## src/assert_macros.svh

```systemverilog
// ---------------------------------------------------------------------------
// Assertion macros
// Shared concurrent assertion shorthands, clocked on clk_i, off in reset.
// ---------------------------------------------------------------------------
`ifndef ASSERT_MACROS_SVH
`define ASSERT_MACROS_SVH

// Check a property on every rising edge outside reset
`define ASSERT_CLK(label, prop, msg) \
  label: assert property (@(posedge clk_i) disable iff (!rst_ni) (prop)) else $error(msg);

// Check that an antecedent implies a consequent in the next cycle
`define ASSERT_NEXT(label, ante, cons, msg) \
  label: assert property (@(posedge clk_i) disable iff (!rst_ni) (ante) |=> (cons)) \
    else $error(msg);

`endif

```

## src/i2cmrs_pkg.sv

```systemverilog
// ---------------------------------------------------------------------------
// I2C master register sequencer package
// Types, codes and constants shared by the sequencer core and top level.
// ---------------------------------------------------------------------------
package i2cmrs_pkg;

  // Transmit buffer geometry
  localparam int unsigned BUFFER_DEPTH = 256;
  localparam int unsigned BUF_IDX_W    = $clog2(BUFFER_DEPTH);

  // Reads need at least three bytes for the three-byte-end procedure
  localparam logic [7:0] READ_MIN_COUNT = 8'd3;

  // Direction bit appended to the device address
  localparam logic DIR_WRITE = 1'b0;
  localparam logic DIR_READ  = 1'b1;

  // Stream field widths
  localparam int unsigned IN_DATA_W  = 56;
  localparam int unsigned IN_USER_W  = 2;
  localparam int unsigned OUT_DATA_W = 48;

  typedef enum logic [1:0] {
    OP_START_WRITE = 2'd0,
    OP_START_READ  = 2'd1,
    OP_LOAD        = 2'd2,
    OP_EVENT       = 2'd3
  } opcode_e;

  typedef enum logic [1:0] {
    ST_OK    = 2'd0,
    ST_BUSY  = 2'd1,
    ST_ERROR = 2'd2
  } status_e;

  typedef enum logic [1:0] {
    SEND_NONE = 2'd0,
    SEND_ADDR = 2'd1,
    SEND_DATA = 2'd2
  } send_e;

  typedef enum logic [1:0] {
    CTRL_KEEP    = 2'd0,
    CTRL_ENABLE  = 2'd1,
    CTRL_DISABLE = 2'd2
  } ctrl_e;

  // Write uses START..RESTART (RESTART doubles as final byte-finished wait)
  typedef enum logic [2:0] {
    PH_START   = 3'd0,  // expect start sent
    PH_ADDR    = 3'd1,  // expect address sent
    PH_REG     = 3'd2,  // write: tx empty; read: byte finished
    PH_RESTART = 3'd3,  // write: byte finished; read: repeated start sent
    PH_RD_ADDR = 3'd4,  // expect address sent (receiver)
    PH_RD_BYTE = 3'd5,  // expect rx not empty, single bytes
    PH_RD_PAIR = 3'd6,  // expect byte finished, two bytes and stop
    PH_RD_LAST = 3'd7   // expect rx not empty, last byte
  } phase_e;

  typedef struct packed {
    opcode_e    opcode;
    logic [6:0] device_address;
    logic [7:0] register_address;
    logic [7:0] byte_count;
    logic [7:0] buffer_index;
    logic [7:0] data_byte;
    logic [7:0] second_rx_byte;
    logic       flag_start_sent;
    logic       flag_address_sent;
    logic       flag_tx_empty;
    logic       flag_byte_finished;
    logic       flag_rx_not_empty;
  } item_t;

  typedef struct packed {
    status_e    status;
    send_e      send_action;
    logic [7:0] send_value;
    logic       start_request;
    logic       stop_request;
    ctrl_e      ack_control;
    ctrl_e      buffer_irq_control;
    ctrl_e      event_irq_control;
    logic [1:0] rx_store_count;
    logic [7:0] rx_index;
    logic [7:0] rx_first;
    logic [7:0] rx_second;
  } result_t;

endpackage

```

## src/i2cmrs_core.sv

```systemverilog
// ---------------------------------------------------------------------------
// I2C master register sequencer core
// Transaction state, transmit buffer and per-item phase logic.
// ---------------------------------------------------------------------------
`include "assert_macros.svh"

module i2cmrs_core (
  input  logic                clk_i,
  input  logic                rst_ni,
  input  logic                accept_i,
  input  i2cmrs_pkg::item_t   item_i,
  output i2cmrs_pkg::result_t result_o
);

  i2cmrs_pkg::phase_e  phase_q, phase_d;
  i2cmrs_pkg::status_e status_q, status_d;
  logic                is_read_q, is_read_d;
  logic [6:0]          target_q, target_d;
  logic [7:0]          register_q, register_d;
  logic [7:0]          total_q, total_d;
  logic [7:0]          pos_q, pos_d;

  // Transmit buffer and its prefetched read word
  logic [7:0] buffer_mem [i2cmrs_pkg::BUFFER_DEPTH];
  logic [7:0] rd_data_q;
  logic       wr_en;
  logic [i2cmrs_pkg::BUF_IDX_W-1:0] wr_addr;
  logic [i2cmrs_pkg::BUF_IDX_W-1:0] rd_addr;

  logic [7:0]          pos_inc;
  i2cmrs_pkg::result_t res;

  assign pos_inc = pos_q + 8'd1;
  assign wr_addr = item_i.buffer_index[i2cmrs_pkg::BUF_IDX_W-1:0];
  assign rd_addr = pos_d[i2cmrs_pkg::BUF_IDX_W-1:0];

  // Disable the acknowledge and both interrupt controls of a failing result
  function automatic i2cmrs_pkg::result_t fail_res(i2cmrs_pkg::result_t r);
    i2cmrs_pkg::result_t f;
    f = r;
    f.ack_control        = i2cmrs_pkg::CTRL_DISABLE;
    f.buffer_irq_control = i2cmrs_pkg::CTRL_DISABLE;
    f.event_irq_control  = i2cmrs_pkg::CTRL_DISABLE;
    return f;
  endfunction

  // Decode one item into next state and its result
  always_comb begin
    phase_d    = phase_q;
    status_d   = status_q;
    is_read_d  = is_read_q;
    target_d   = target_q;
    register_d = register_q;
    total_d    = total_q;
    pos_d      = pos_q;
    wr_en      = 1'b0;
    res        = '0;
    if (accept_i) begin
      unique case (item_i.opcode)
        i2cmrs_pkg::OP_START_WRITE, i2cmrs_pkg::OP_START_READ: begin
          if (status_q == i2cmrs_pkg::ST_OK) begin
            if (item_i.opcode == i2cmrs_pkg::OP_START_READ &&
                item_i.byte_count < i2cmrs_pkg::READ_MIN_COUNT) begin
              status_d = i2cmrs_pkg::ST_ERROR;
            end else begin
              is_read_d  = (item_i.opcode == i2cmrs_pkg::OP_START_READ);
              target_d   = item_i.device_address;
              register_d = item_i.register_address;
              total_d    = item_i.byte_count;
              pos_d      = '0;
              phase_d    = i2cmrs_pkg::PH_START;
              status_d   = i2cmrs_pkg::ST_BUSY;
              res.start_request     = 1'b1;
              res.event_irq_control = i2cmrs_pkg::CTRL_ENABLE;
              if (item_i.opcode == i2cmrs_pkg::OP_START_READ) begin
                res.ack_control = i2cmrs_pkg::CTRL_ENABLE;
              end
            end
          end
        end
        i2cmrs_pkg::OP_LOAD: begin
          wr_en = ({1'b0, item_i.buffer_index} < 9'(i2cmrs_pkg::BUFFER_DEPTH));
        end
        i2cmrs_pkg::OP_EVENT: begin
          if (status_q == i2cmrs_pkg::ST_BUSY) begin
            unique case (phase_q)
              i2cmrs_pkg::PH_START: begin
                if (!item_i.flag_start_sent) begin
                  res = fail_res(res);
                  status_d = i2cmrs_pkg::ST_ERROR;
                  phase_d  = i2cmrs_pkg::PH_START;
                end else begin
                  res.send_action = i2cmrs_pkg::SEND_ADDR;
                  res.send_value  = {target_q, i2cmrs_pkg::DIR_WRITE};
                  phase_d = i2cmrs_pkg::PH_ADDR;
                end
              end
              i2cmrs_pkg::PH_ADDR: begin
                if (!item_i.flag_address_sent) begin
                  res = fail_res(res);
                  status_d = i2cmrs_pkg::ST_ERROR;
                  phase_d  = i2cmrs_pkg::PH_START;
                end else begin
                  if (!is_read_q) begin
                    res.buffer_irq_control = i2cmrs_pkg::CTRL_ENABLE;
                  end
                  res.send_action = i2cmrs_pkg::SEND_DATA;
                  res.send_value  = register_q;
                  phase_d = i2cmrs_pkg::PH_REG;
                end
              end
              i2cmrs_pkg::PH_REG: begin
                if (!is_read_q) begin
                  if (!item_i.flag_tx_empty) begin
                    res = fail_res(res);
                    status_d = i2cmrs_pkg::ST_ERROR;
                    phase_d  = i2cmrs_pkg::PH_START;
                  end else if (pos_q >= total_q) begin
                    res.buffer_irq_control = i2cmrs_pkg::CTRL_DISABLE;
                    phase_d = i2cmrs_pkg::PH_RESTART;
                  end else begin
                    res.send_action = i2cmrs_pkg::SEND_DATA;
                    res.send_value  = rd_data_q;
                    pos_d = pos_inc;
                  end
                end else if (!item_i.flag_byte_finished) begin
                  res = fail_res(res);
                  status_d = i2cmrs_pkg::ST_ERROR;
                  phase_d  = i2cmrs_pkg::PH_START;
                end else begin
                  res.start_request = 1'b1;
                  phase_d = i2cmrs_pkg::PH_RESTART;
                end
              end
              i2cmrs_pkg::PH_RESTART: begin
                if (!is_read_q) begin
                  if (!item_i.flag_byte_finished) begin
                    res = fail_res(res);
                    status_d = i2cmrs_pkg::ST_ERROR;
                    phase_d  = i2cmrs_pkg::PH_START;
                  end else begin
                    res.stop_request       = 1'b1;
                    res.buffer_irq_control = i2cmrs_pkg::CTRL_DISABLE;
                    res.event_irq_control  = i2cmrs_pkg::CTRL_DISABLE;
                    status_d = i2cmrs_pkg::ST_OK;
                    phase_d  = i2cmrs_pkg::PH_START;
                  end
                end else if (!item_i.flag_start_sent) begin
                  res = fail_res(res);
                  status_d = i2cmrs_pkg::ST_ERROR;
                  phase_d  = i2cmrs_pkg::PH_START;
                end else begin
                  res.send_action = i2cmrs_pkg::SEND_ADDR;
                  res.send_value  = {target_q, i2cmrs_pkg::DIR_READ};
                  phase_d = i2cmrs_pkg::PH_RD_ADDR;
                end
              end
              i2cmrs_pkg::PH_RD_ADDR: begin
                if (!is_read_q || !item_i.flag_address_sent) begin
                  res = fail_res(res);
                  status_d = i2cmrs_pkg::ST_ERROR;
                  phase_d  = i2cmrs_pkg::PH_START;
                end else if (total_q == i2cmrs_pkg::READ_MIN_COUNT) begin
                  // Exactly three bytes: go straight to the two-byte finish
                  res.buffer_irq_control = i2cmrs_pkg::CTRL_DISABLE;
                  phase_d = i2cmrs_pkg::PH_RD_PAIR;
                end else begin
                  res.buffer_irq_control = i2cmrs_pkg::CTRL_ENABLE;
                  phase_d = i2cmrs_pkg::PH_RD_BYTE;
                end
              end
              i2cmrs_pkg::PH_RD_BYTE: begin
                if (!is_read_q || !item_i.flag_rx_not_empty) begin
                  res = fail_res(res);
                  status_d = i2cmrs_pkg::ST_ERROR;
                  phase_d  = i2cmrs_pkg::PH_START;
                end else begin
                  res.rx_store_count = 2'd1;
                  res.rx_index       = pos_q;
                  res.rx_first       = item_i.data_byte;
                  pos_d = pos_inc;
                  if (pos_inc == total_q - i2cmrs_pkg::READ_MIN_COUNT) begin
                    res.buffer_irq_control = i2cmrs_pkg::CTRL_DISABLE;
                    phase_d = i2cmrs_pkg::PH_RD_PAIR;
                  end
                end
              end
              i2cmrs_pkg::PH_RD_PAIR: begin
                if (!is_read_q || !item_i.flag_byte_finished) begin
                  res = fail_res(res);
                  status_d = i2cmrs_pkg::ST_ERROR;
                  phase_d  = i2cmrs_pkg::PH_START;
                end else begin
                  res.ack_control        = i2cmrs_pkg::CTRL_DISABLE;
                  res.stop_request       = 1'b1;
                  res.buffer_irq_control = i2cmrs_pkg::CTRL_ENABLE;
                  res.rx_store_count     = 2'd2;
                  res.rx_index           = pos_q;
                  res.rx_first           = item_i.data_byte;
                  res.rx_second          = item_i.second_rx_byte;
                  pos_d   = pos_q + 8'd2;
                  phase_d = i2cmrs_pkg::PH_RD_LAST;
                end
              end
              i2cmrs_pkg::PH_RD_LAST: begin
                if (!is_read_q || !item_i.flag_rx_not_empty) begin
                  res = fail_res(res);
                  status_d = i2cmrs_pkg::ST_ERROR;
                  phase_d  = i2cmrs_pkg::PH_START;
                end else begin
                  res.rx_store_count     = 2'd1;
                  res.rx_index           = pos_q;
                  res.rx_first           = item_i.data_byte;
                  res.buffer_irq_control = i2cmrs_pkg::CTRL_DISABLE;
                  res.event_irq_control  = i2cmrs_pkg::CTRL_DISABLE;
                  status_d = i2cmrs_pkg::ST_OK;
                  phase_d  = i2cmrs_pkg::PH_START;
                end
              end
              default: begin
                res = fail_res(res);
                status_d = i2cmrs_pkg::ST_ERROR;
                phase_d  = i2cmrs_pkg::PH_START;
              end
            endcase
          end
        end
        default: begin
          res = '0;
        end
      endcase
    end
    res.status = status_d;
  end

  assign result_o = res;

  // Hold transaction state
  always_ff @(posedge clk_i or negedge rst_ni) begin
    if (!rst_ni) begin
      phase_q    <= i2cmrs_pkg::PH_START;
      status_q   <= i2cmrs_pkg::ST_OK;
      is_read_q  <= 1'b0;
      target_q   <= '0;
      register_q <= '0;
      total_q    <= '0;
      pos_q      <= '0;
    end else begin
      phase_q    <= phase_d;
      status_q   <= status_d;
      is_read_q  <= is_read_d;
      target_q   <= target_d;
      register_q <= register_d;
      total_q    <= total_d;
      pos_q      <= pos_d;
    end
  end

  // Write the buffer; prefetch the entry at the next byte position,
  // forwarding a load to the same entry
  always_ff @(posedge clk_i) begin
    if (wr_en) begin
      buffer_mem[wr_addr] <= item_i.data_byte;
    end
    if (wr_en && (wr_addr == rd_addr)) begin
      rd_data_q <= item_i.data_byte;
    end else begin
      rd_data_q <= buffer_mem[rd_addr];
    end
  end

  `ASSERT_NEXT(a_error_sticky, status_q == i2cmrs_pkg::ST_ERROR,
               status_q == i2cmrs_pkg::ST_ERROR, "error status cleared without reset")
  `ASSERT_CLK(a_idle_phase, (status_q == i2cmrs_pkg::ST_BUSY) || (phase_q == i2cmrs_pkg::PH_START),
              "phase left away from start while not busy")
  `ASSERT_CLK(a_write_phase, is_read_q || (phase_q == i2cmrs_pkg::PH_START) ||
              (phase_q == i2cmrs_pkg::PH_ADDR) || (phase_q == i2cmrs_pkg::PH_REG) ||
              (phase_q == i2cmrs_pkg::PH_RESTART), "write transaction in a read phase")

endmodule

```

## src/i2c_master_register_sequencer.sv

```systemverilog
// ---------------------------------------------------------------------------
// I2C master register sequencer
// Stream front end: unpacks items, runs the core, registers each result.
// ---------------------------------------------------------------------------
// One result per item. An item is taken every clock cycle as long as the
// output register is empty or being drained, and its result appears in the
// output register the cycle after acceptance. The transmit buffer is a single
// memory whose entry at the next byte position is prefetched every
// cycle (a load to that entry is forwarded), so data sends never stall.
// The buffer has no reset and no clearing pass; entries must be loaded
// before a write transaction sends them.
`include "assert_macros.svh"

module i2c_master_register_sequencer (
  input  logic                               clk_i,
  input  logic                               rst_ni,
  input  logic                               s_axis_tvalid,
  output logic                               s_axis_tready,
  // [6:0] device_address, [14:7] register_address, [22:15] byte_count,
  // [30:23] buffer_index, [38:31] data_byte, [46:39] second_rx_byte,
  // [47] flag_start_sent, [48] flag_address_sent, [49] flag_tx_empty,
  // [50] flag_byte_finished, [51] flag_rx_not_empty, [55:52] zero
  input  logic [i2cmrs_pkg::IN_DATA_W-1:0]   s_axis_tdata,
  // [1:0] opcode
  input  logic [i2cmrs_pkg::IN_USER_W-1:0]   s_axis_tuser,
  output logic                               m_axis_tvalid,
  input  logic                               m_axis_tready,
  // [1:0] status, [3:2] send_action, [11:4] send_value, [12] start_request,
  // [13] stop_request, [15:14] ack_control, [17:16] buffer_irq_control,
  // [19:18] event_irq_control, [21:20] rx_store_count, [29:22] rx_index,
  // [37:30] rx_first, [45:38] rx_second, [47:46] zero
  output logic [i2cmrs_pkg::OUT_DATA_W-1:0]  m_axis_tdata
);

  i2cmrs_pkg::item_t   item;
  i2cmrs_pkg::result_t result;
  logic                accept;
  logic                out_valid_q;
  logic [i2cmrs_pkg::OUT_DATA_W-1:0] out_data_q;

  // Accept when the output register is free or draining
  assign s_axis_tready = !out_valid_q || m_axis_tready;
  assign accept        = s_axis_tvalid && s_axis_tready;

  // Unpack the input transaction
  always_comb begin
    item.opcode             = i2cmrs_pkg::opcode_e'(s_axis_tuser);
    item.device_address     = s_axis_tdata[6:0];
    item.register_address   = s_axis_tdata[14:7];
    item.byte_count         = s_axis_tdata[22:15];
    item.buffer_index       = s_axis_tdata[30:23];
    item.data_byte          = s_axis_tdata[38:31];
    item.second_rx_byte     = s_axis_tdata[46:39];
    item.flag_start_sent    = s_axis_tdata[47];
    item.flag_address_sent  = s_axis_tdata[48];
    item.flag_tx_empty      = s_axis_tdata[49];
    item.flag_byte_finished = s_axis_tdata[50];
    item.flag_rx_not_empty  = s_axis_tdata[51];
  end

  i2cmrs_core u_core (
    .clk_i    (clk_i),
    .rst_ni   (rst_ni),
    .accept_i (accept),
    .item_i   (item),
    .result_o (result)
  );

  // Hold the result until the downstream side takes it
  always_ff @(posedge clk_i or negedge rst_ni) begin
    if (!rst_ni) begin
      out_valid_q <= 1'b0;
    end else if (accept) begin
      out_valid_q <= 1'b1;
    end else if (m_axis_tready) begin
      out_valid_q <= 1'b0;
    end
  end

  // Pack the result transaction
  always_ff @(posedge clk_i) begin
    if (accept) begin
      out_data_q <= {2'b00, result.rx_second, result.rx_first, result.rx_index,
                     result.rx_store_count, result.event_irq_control,
                     result.buffer_irq_control, result.ack_control,
                     result.stop_request, result.start_request,
                     result.send_value, result.send_action, result.status};
    end
  end

  assign m_axis_tvalid = out_valid_q;
  assign m_axis_tdata  = out_data_q;

  `ASSERT_NEXT(a_accept_gives_result, accept, out_valid_q,
               "accepted item produced no result")

endmodule

```

## config.mk

```make
export PLATFORM = sky130hd
export DESIGN_NAME = i2c_master_register_sequencer
export DESIGN_NICKNAME = d
export VERILOG_FILES = /design/src/i2cmrs_pkg.sv /design/src/i2cmrs_core.sv /design/src/i2c_master_register_sequencer.sv
export VERILOG_INCLUDE_DIRS = /design/src /design/src/src
export SDC_FILE = /design/constraint.sdc
export NUM_CORES = 2
export LEC_CHECK = 0
export BUFFER_PORTS_ARGS = -buffer_cell sky130_fd_sc_hd__buf_2
export CAP_MARGIN = 20
export CORE_MARGIN = 3
export CORE_UTILIZATION = 35
export DETAILED_ROUTE_END_ITERATION = 8
export PLACE_DENSITY = 0.61
export SLEW_MARGIN = 20
export SYNTH_ARGS = -nofsm -noshare
export SYNTH_HDL_FRONTEND = slang
export SYNTH_HIERARCHICAL = 1
export SYNTH_SLANG_ARGS = --single-unit
```

## constraint.sdc

```tcl
create_clock -name clk_i -period 8.85 [get_ports clk_i]
set_input_delay 2.655 -clock clk_i [delete_from_list [all_inputs] [get_ports clk_i]]
set_output_delay 2.655 -clock clk_i [all_outputs]
set_load 0.02 [all_outputs]
```

# --- Word-level counts from Yosys, hierarchy flattened ---
# Memory sizes are Yosys's and may differ from the RTL's. A register that Yosys moved wholly into a read port is not among the register bits.
# Index checks and enable logic that the tools add are counted.
totals:
  word_cells: 149
  n_memories: 1
  ramBits: 2048
  register_bits: 84
  in_bits: 62
mem_list:
  columns: ["memory", "words", "width", "read_ports", "rd_clocked_by_memory_dff", "write_ports", "line_no", "source"]
  rows:
  - ["u_core.buffer_mem", 256, 8, 1, 1, 1, "i2cmrs_core.sv:24", "logic [7:0] buffer_mem [i2cmrs_pkg::BUFFER_DEPTH];"]
op_classes:
  bitwise_logic: 1
  addsub: 3
  magnitude_cmp: 2
  muxes: 94
  reduce_logical: 20
  eq_ne: 18
ops:
  columns: ["op", "count"]
  rows:
  - ["case mux 44 bit (8 select lines)", 1]
  - ["two-way mux 44 bit", 2]
  - ["two-way mux 28 bit", 3]
  - ["two-way mux 8 bit", 9]
  - ["two-way mux 2 bit", 32]
  - ["two-way mux 32 bit", 2]
  - ["two-way mux 3 bit", 12]
  - ["two-way mux 17 bit", 2]
  - ["two-way mux 34 bit", 1]
  - ["two-way mux 10 bit", 3]
  - ["two-way mux 26 bit", 1]
  - ["case mux 3 bit (8 select lines)", 1]
  - ["case mux 8 bit (3 select lines)", 1]
  - ["two-way mux 9 bit", 2]
  - ["case mux 2 bit (8 select lines)", 1]
  - ["case mux 8 bit (2 select lines)", 1]
  - ["two-way mux 1 bit", 14]
  - ["equality test 3 bit, second input constant", 4]
  - ["case mux 2 bit (2 select lines)", 3]
  - ["adder 8 x 1 -> 8 bit, second input constant", 1]
  - ["adder 8 x 2 -> 8 bit, second input constant", 1]
  - ["equality test 8 x 2 -> 1 bit, second input constant", 1]
  - ["equality test 8 bit", 1]
  - ["greater-or-equal comparator 8 bit", 1]
  - ["24 further kinds", 38]

# --- Longest topological paths before layout ---
depth:
  depth_word: 8
  depth_mapped: 14

# --- Modules after synthesis ---
# Netlist, hierarchy kept.
by_module_without_submodules:
  columns: ["module", "seq_area_each_um2", "instances", "cells_each", "area_per_inst_um2"]
  rows:
  - ["i2cmrs_core", 62585.0, 1, 4239, 83152.2]
  - ["i2c_master_register_sequencer", 1406.3, 1, 53, 1453.9]

# --- Least setup slack after synthesis ---
# OpenSTA, ideal clock, no wires.
synth_timing:
  path_kind: "input to output"
  startpoint: "input m_axis_tready"
  endpoint: "output s_axis_tready"
  required_time_ns: 6.195
  arrival_ns: 2.808
  path_stages: 1
  slack_ns: 3.387
  cell_sequence: "nand2b_4"
synth_between:
  elab_chain_len: 1
synth_rtl:
  columns: ["item", "line_no", "source"]
  rows:
  - ["from (decl)", "i2c_master_register_sequencer.sv:27", "input logic m_axis_tready,"]
  - ["logical OR 1 bit", "i2c_master_register_sequencer.sv:42", "assign s_axis_tready = !out_valid_q || m_axis_tready;"]
  - ["to (decl)", "i2c_master_register_sequencer.sv:18", "output logic s_axis_tready,"]
# No other way between the ends.

# --- Final worst setup path ---
layout_timing:
  startpoint: "input s_axis_tuser[1] in the netlist's numbering"
  endpoint: "memory u_core.buffer_mem[35][4] (enable)"
layout_between:
  elab_chain_len: 5
layout_rtl:
  columns: ["item", "line_no", "source"]
  rows:
  - ["from (decl)", "i2c_master_register_sequencer.sv:25", "input logic [i2cmrs_pkg::IN_USER_W-1:0] s_axis_tuser,"]
  - ["equality test 2 bit", "i2cmrs_core.sv:59", "unique case (item_i.opcode)"]
  - ["two-way mux 1 bit", "i2cmrs_core.sv:59", null]
  - ["two-way mux 1 bit", "i2cmrs_core.sv:58", "if (accept_i) begin"]
  - ["two-way mux 1 bit", "i2cmrs_core.sv:262", "if (wr_en) begin"]
  - ["two-way mux 1 bit (not written as such)", "i2cmrs_core.sv:263", "buffer_mem[wr_addr] <= item_i.data_byte;"]
  - ["to (decl)", "i2cmrs_core.sv:24", null]
# No other way between the ends.

==> run summary <==
The critical path is of the input pin to register type. The leading register cell type out of synthesis is sky130_fd_sc_hd__edfxtp_1. Ranked by total cell area, the synthesized netlist is headed by sky130_fd_sc_hd__edfxtp_1 74%, sky130_fd_sc_hd__mux4_2 13%, sky130_fd_sc_hd__nor2_1 1.5%. In this run the standard cell core region covers 239200 sq um. Once detail routing completed, the nets flagged for antenna violations numbered 0.

Setup repair after global routing left no endpoint under its margin. TritonCTS built the clock tree. In the routed design, unresolved DRC markers number 0. The layout has 21200 filler cells.

The initial utilization of the core area, before any placement, comes to 35.37%. The count of cells along the worst hold path came out at 2. The share of the synthesized area in compound gates (AO/OA/AOI/OAI) was 3.638%; the arrival time at the worst endpoint was 6.32 ns.

The die is 497.7 um tall. The slowest stage cell on the critical path is sky130_fd_sc_hd__nand3_1. Of the post-synthesis cell area, the part taken by muxes is 14.39%.

The horizontal die dimension is 497.7 um. By area, the combinational part of the netlist is dominated by multiplexers. Summing all multi-input logic gate instances after layout gives 19250 sq um.

Post-CTS repair changed the size of 0 cells. For the placement row count, the log shows 179. STA classifies the critical path startpoint as an input pin.

The worst path uses 65.96% of the clock period. The clock sink total was 2140; the worst IR drop on VDD was 201.6 uV. Summed over all layers, the global routing overflow is 0. Iteration count of the initial detailed-routing pass: 7. The adder-cell share of the synthesized area works out to 0.1923%. Summed over all failing endpoints, the final setup total negative slack is 0 ns. Entering global routing, the biggest net connects 169 pins. Summed over all nets, the half-perimeter wirelength after detailed placement is 149100 um. The number of enable-type register cells in the synthesized netlist is 2094, and the number of global-route vias before repair is 43890.

The logs give 0.86 ns for the clock insertion delay at the later pin of the skew report and 6030 for the detailed router's first-iteration violation count. 112 I/O pins were placed. After synthesis, the share of flip-flops with an asynchronous set or reset is 1.776%. Synthesis produced 4292 cells. The mapped cell area is 84610 sq um, and the power density relative to cell area is 233.3 nW/um^2. The number of antenna violations at the first check in global routing was 13; the total buffers and inverters traversed by the critical path was 2.

The first global-routing pass estimated 340600 um of wire. The number of warnings issued by yosys is 6. Once the clock tree was built, the setup fixing pass inserted 0 buffers. The count of placed standard cells in the final layout, fillers left out is 7831, and the post-route minimum period is 5.838 ns. For hold timing, the worst endpoint is u_core/target_q[6]. Data on the critical path is required at its endpoint by 9.33 ns. The tools report the routability-driven placement congestion ratio as 0.8918. The commonest cells after synthesis are 2094 x sky130_fd_sc_hd__edfxtp_1, 480 x sky130_fd_sc_hd__mux4_2, 331 x sky130_fd_sc_hd__nor2_1.

Path category of the worst min-delay check: register to register. Clock-pin slew was measured on the worst setup and hold paths at 0.06 ns. Dominant cell by count in the synthesized netlist: sky130_fd_sc_hd__edfxtp_1. The largest total area in the synthesized netlist belongs to sky130_fd_sc_hd__edfxtp_1. The worst slew slack as a fraction of its limit came out at 21.08%. The logs give 3 for the number of buffers on the longest clock path and 4543 for the net total in the final layout. The total vias in the final route came out at 45000.

The run gives 81 as the post-synthesis cell type count. In the final layout, flip-flops and latches occupy 64010 sq um. The root buffer cell chosen for the clock tree is sky130_fd_sc_hd__clkbuf_16. The flow ran to the end, and the final reports show no timing, DRC or antenna violations. The number of hold buffers added after CTS is 0, and the maximum cell stage delay along the critical path is 0.86 ns. Of the synthesized area, sequential elements account for 75.63%.

The simple-gate share of the synthesized area is 4.227%, and the number of CTS-inserted buffers is 213. At the pin with the least slew margin, the transition time is 1.176 ns. The tools report the final count of pins violating max slew as 0. The average size of a mapped cell is 19.71 sq um, and the final worst hold slack is 0.4861 ns. In this run the number of H-tree levels came out at 4. The number of port buffers works out to 105. Counting buffers and inverters, the worst setup path is 7 cells deep.

Between clock sinks in the finished design, the worst skew comes to 0.05724 ns. The max-capacitance violation count came out at 0. Setup slack on the critical path of the routed design comes to 3.012 ns. Measured in cells, the most critical reg-to-reg path has a length of 10.

The die covers 247700 sq um. Setup violations remaining at the end of the flow were counted as 0. The cell family contributing the most delay on the critical path is simple AND/OR/NAND/NOR gates. After synthesis the netlist holds a flip-flop and latch count of 2140.

The final hold violation count was 0. The maximum net fanout on the critical path is 9. The average via count per standard cell was 5.746. After Yosys synthesis, XOR and XNOR cells account for 0.2381% of the synthesized area.

The proportion of netlist area held by the largest area contributor was 74.32%. In this run the critical register-to-register path is captured at m_axis_tdata[8]. The routed design has 242000 um of wire. Dividing the detail-routed wire length by the instance count gives 30.91 um. For this run, the total global-route usage over all layers was measured as 19.12%.

The start point of the worst hold path was u_core/target_q[6]. Compared with the post-synthesis result, the final layout area differs by 13.18%. For flop-to-flop paths, the worst setup slack is 3.76 ns.

The critical path goes through buf_2 -> nor2b_1 -> nand2_1 -> nor3_1 -> nand3_1 -> buf_4 -> nor2_1. The setup slack at placement was 2.171 ns; the leakage power was 28.68 nW. The proportion of layout cells with a drive suffix above 1 was 22.41%.

The worst setup path is captured at a register. Timing would allow up to 0.1713 GHz. The completed layout was analyzed and its total power is 22.33 mW.

Including well taps, the total number of placed cells is 7420.
-- power breakdown --
| group | total, mW | switching (mW) | internal [mW] |
|---|---|---|---|
| Sequential | 11.4 | 0.187 | 11.2 |
| Combinational | 1.96 | 1.43 | 0.529 |
| Clock | 8.97 | 3.91 | 5.07 |
-- placed cells by master, fill, tap and decap left out, drive strengths merged, types with 11 or more instances in the layout --
master,instances
edfxtp,2094
mux4,480
nor2,331
clkbuf,267
nand2,198
buf,197
mux2i,113
clkinv,102
a22oi,84
a21oi,68
o21ai,65
nand3,49
nor3,42
nor2b,42
dfrtp,38
a211oi,37
and2,36
inv,31
o22ai,28
nand2b,23
nand4,22
mux2,21
bufinv,20
a221oi,20
o211ai,20
a31oi,20
xnor2,16
a22o,14
ha,13
and3,12
clkinvlp,11
o311ai,11
-- metrics by stage --
step / util [%] / cell area [sq um]
after floorplan: - / 84610
after global placement: 37.11 / 88760
after detailed placement: 37.11 / 88770
after CTS: 40.02 / 95730
after global routing: 40.02 / 95740
final: 40.03 / 95750
-- area by class of cell --
| type | instances | share of cell area, % |
|---|---|---|
| Inverter | 21 | 0.08363 |
| Timing Repair Buffer | 205 | 1.541 |
| Clock inverter | 143 | 1.484 |
| Sequential cell | 2140 | 66.85 |
| Antenna cell | 9 | 0.02352 |
| Clock buffer | 259 | 5.779 |
| Tap cell | 3167 | 4.138 |
| Multi-Input combinational cell | 1887 | 20.10 |
-- worst reg2reg max path: cells and delay by family (launching register included) --
family / cells / cell delay (ns)
compound gates: 5 / 2.41
buf+inv: 3 / 1.61
flops: 1 / 0.58
simple gates: 2 / 0.32
-- per-layer routing --
metal	global-route usage (%)	part of all wire (%)	vias up
met4	6.787	3.7	0
met2	29.31	46	2532
met3	4.589	10	412
met1	26.67	40	24010
li1	-	-	18040
met5	0	0	-
-- how the worst max path moves through the flow --
stage / start / to / slack, ns
2_1_floorplan: m_axis_tready / s_axis_tready / 3.39
3_5_place_dp: s_axis_tuser[1] / u_core/buffer_mem[227][3] / 2.17
5_1_grt: s_axis_tuser[1] / u_core/buffer_mem[227][5] / 3.02
4_1_cts: s_axis_tuser[1] / u_core/buffer_mem[227][5] / 3.09
3_3_place_gp: s_axis_tuser[1] / u_core/buffer_mem[35][0] / 2.26
6_report: s_axis_tuser[1] / u_core/buffer_mem[35][4] / 3.01
-- flip-flops by register name, indices dropped and copies added (netlist names), named ones only --
signal	cells
m_axis_tdata	46
m_axis_tvalid	1
u_core/buffer_mem	2048
u_core/is_read_q	1
u_core/phase_q	3
u_core/pos_q	8
u_core/register_q	8
u_core/status_q	2
u_core/target_q	7
u_core/total_q	8
-- kinds of logic (layout without fill, tap and decap cells) --
kind of cell | count (synthesis) | after routing
flip-flops | 2140 | 2140
multiplexers | 614 | 614
other | 1 | 11
AND/OR/NAND/NOR | 793 | 793
buffers and inverters | 266 | 628
AO/OA/AOI/OAI | 442 | 442
adder cells (fa/ha/maj) | 13 | 13
XOR/XNOR | 23 | 23
(Power assumes the default switching activity.)
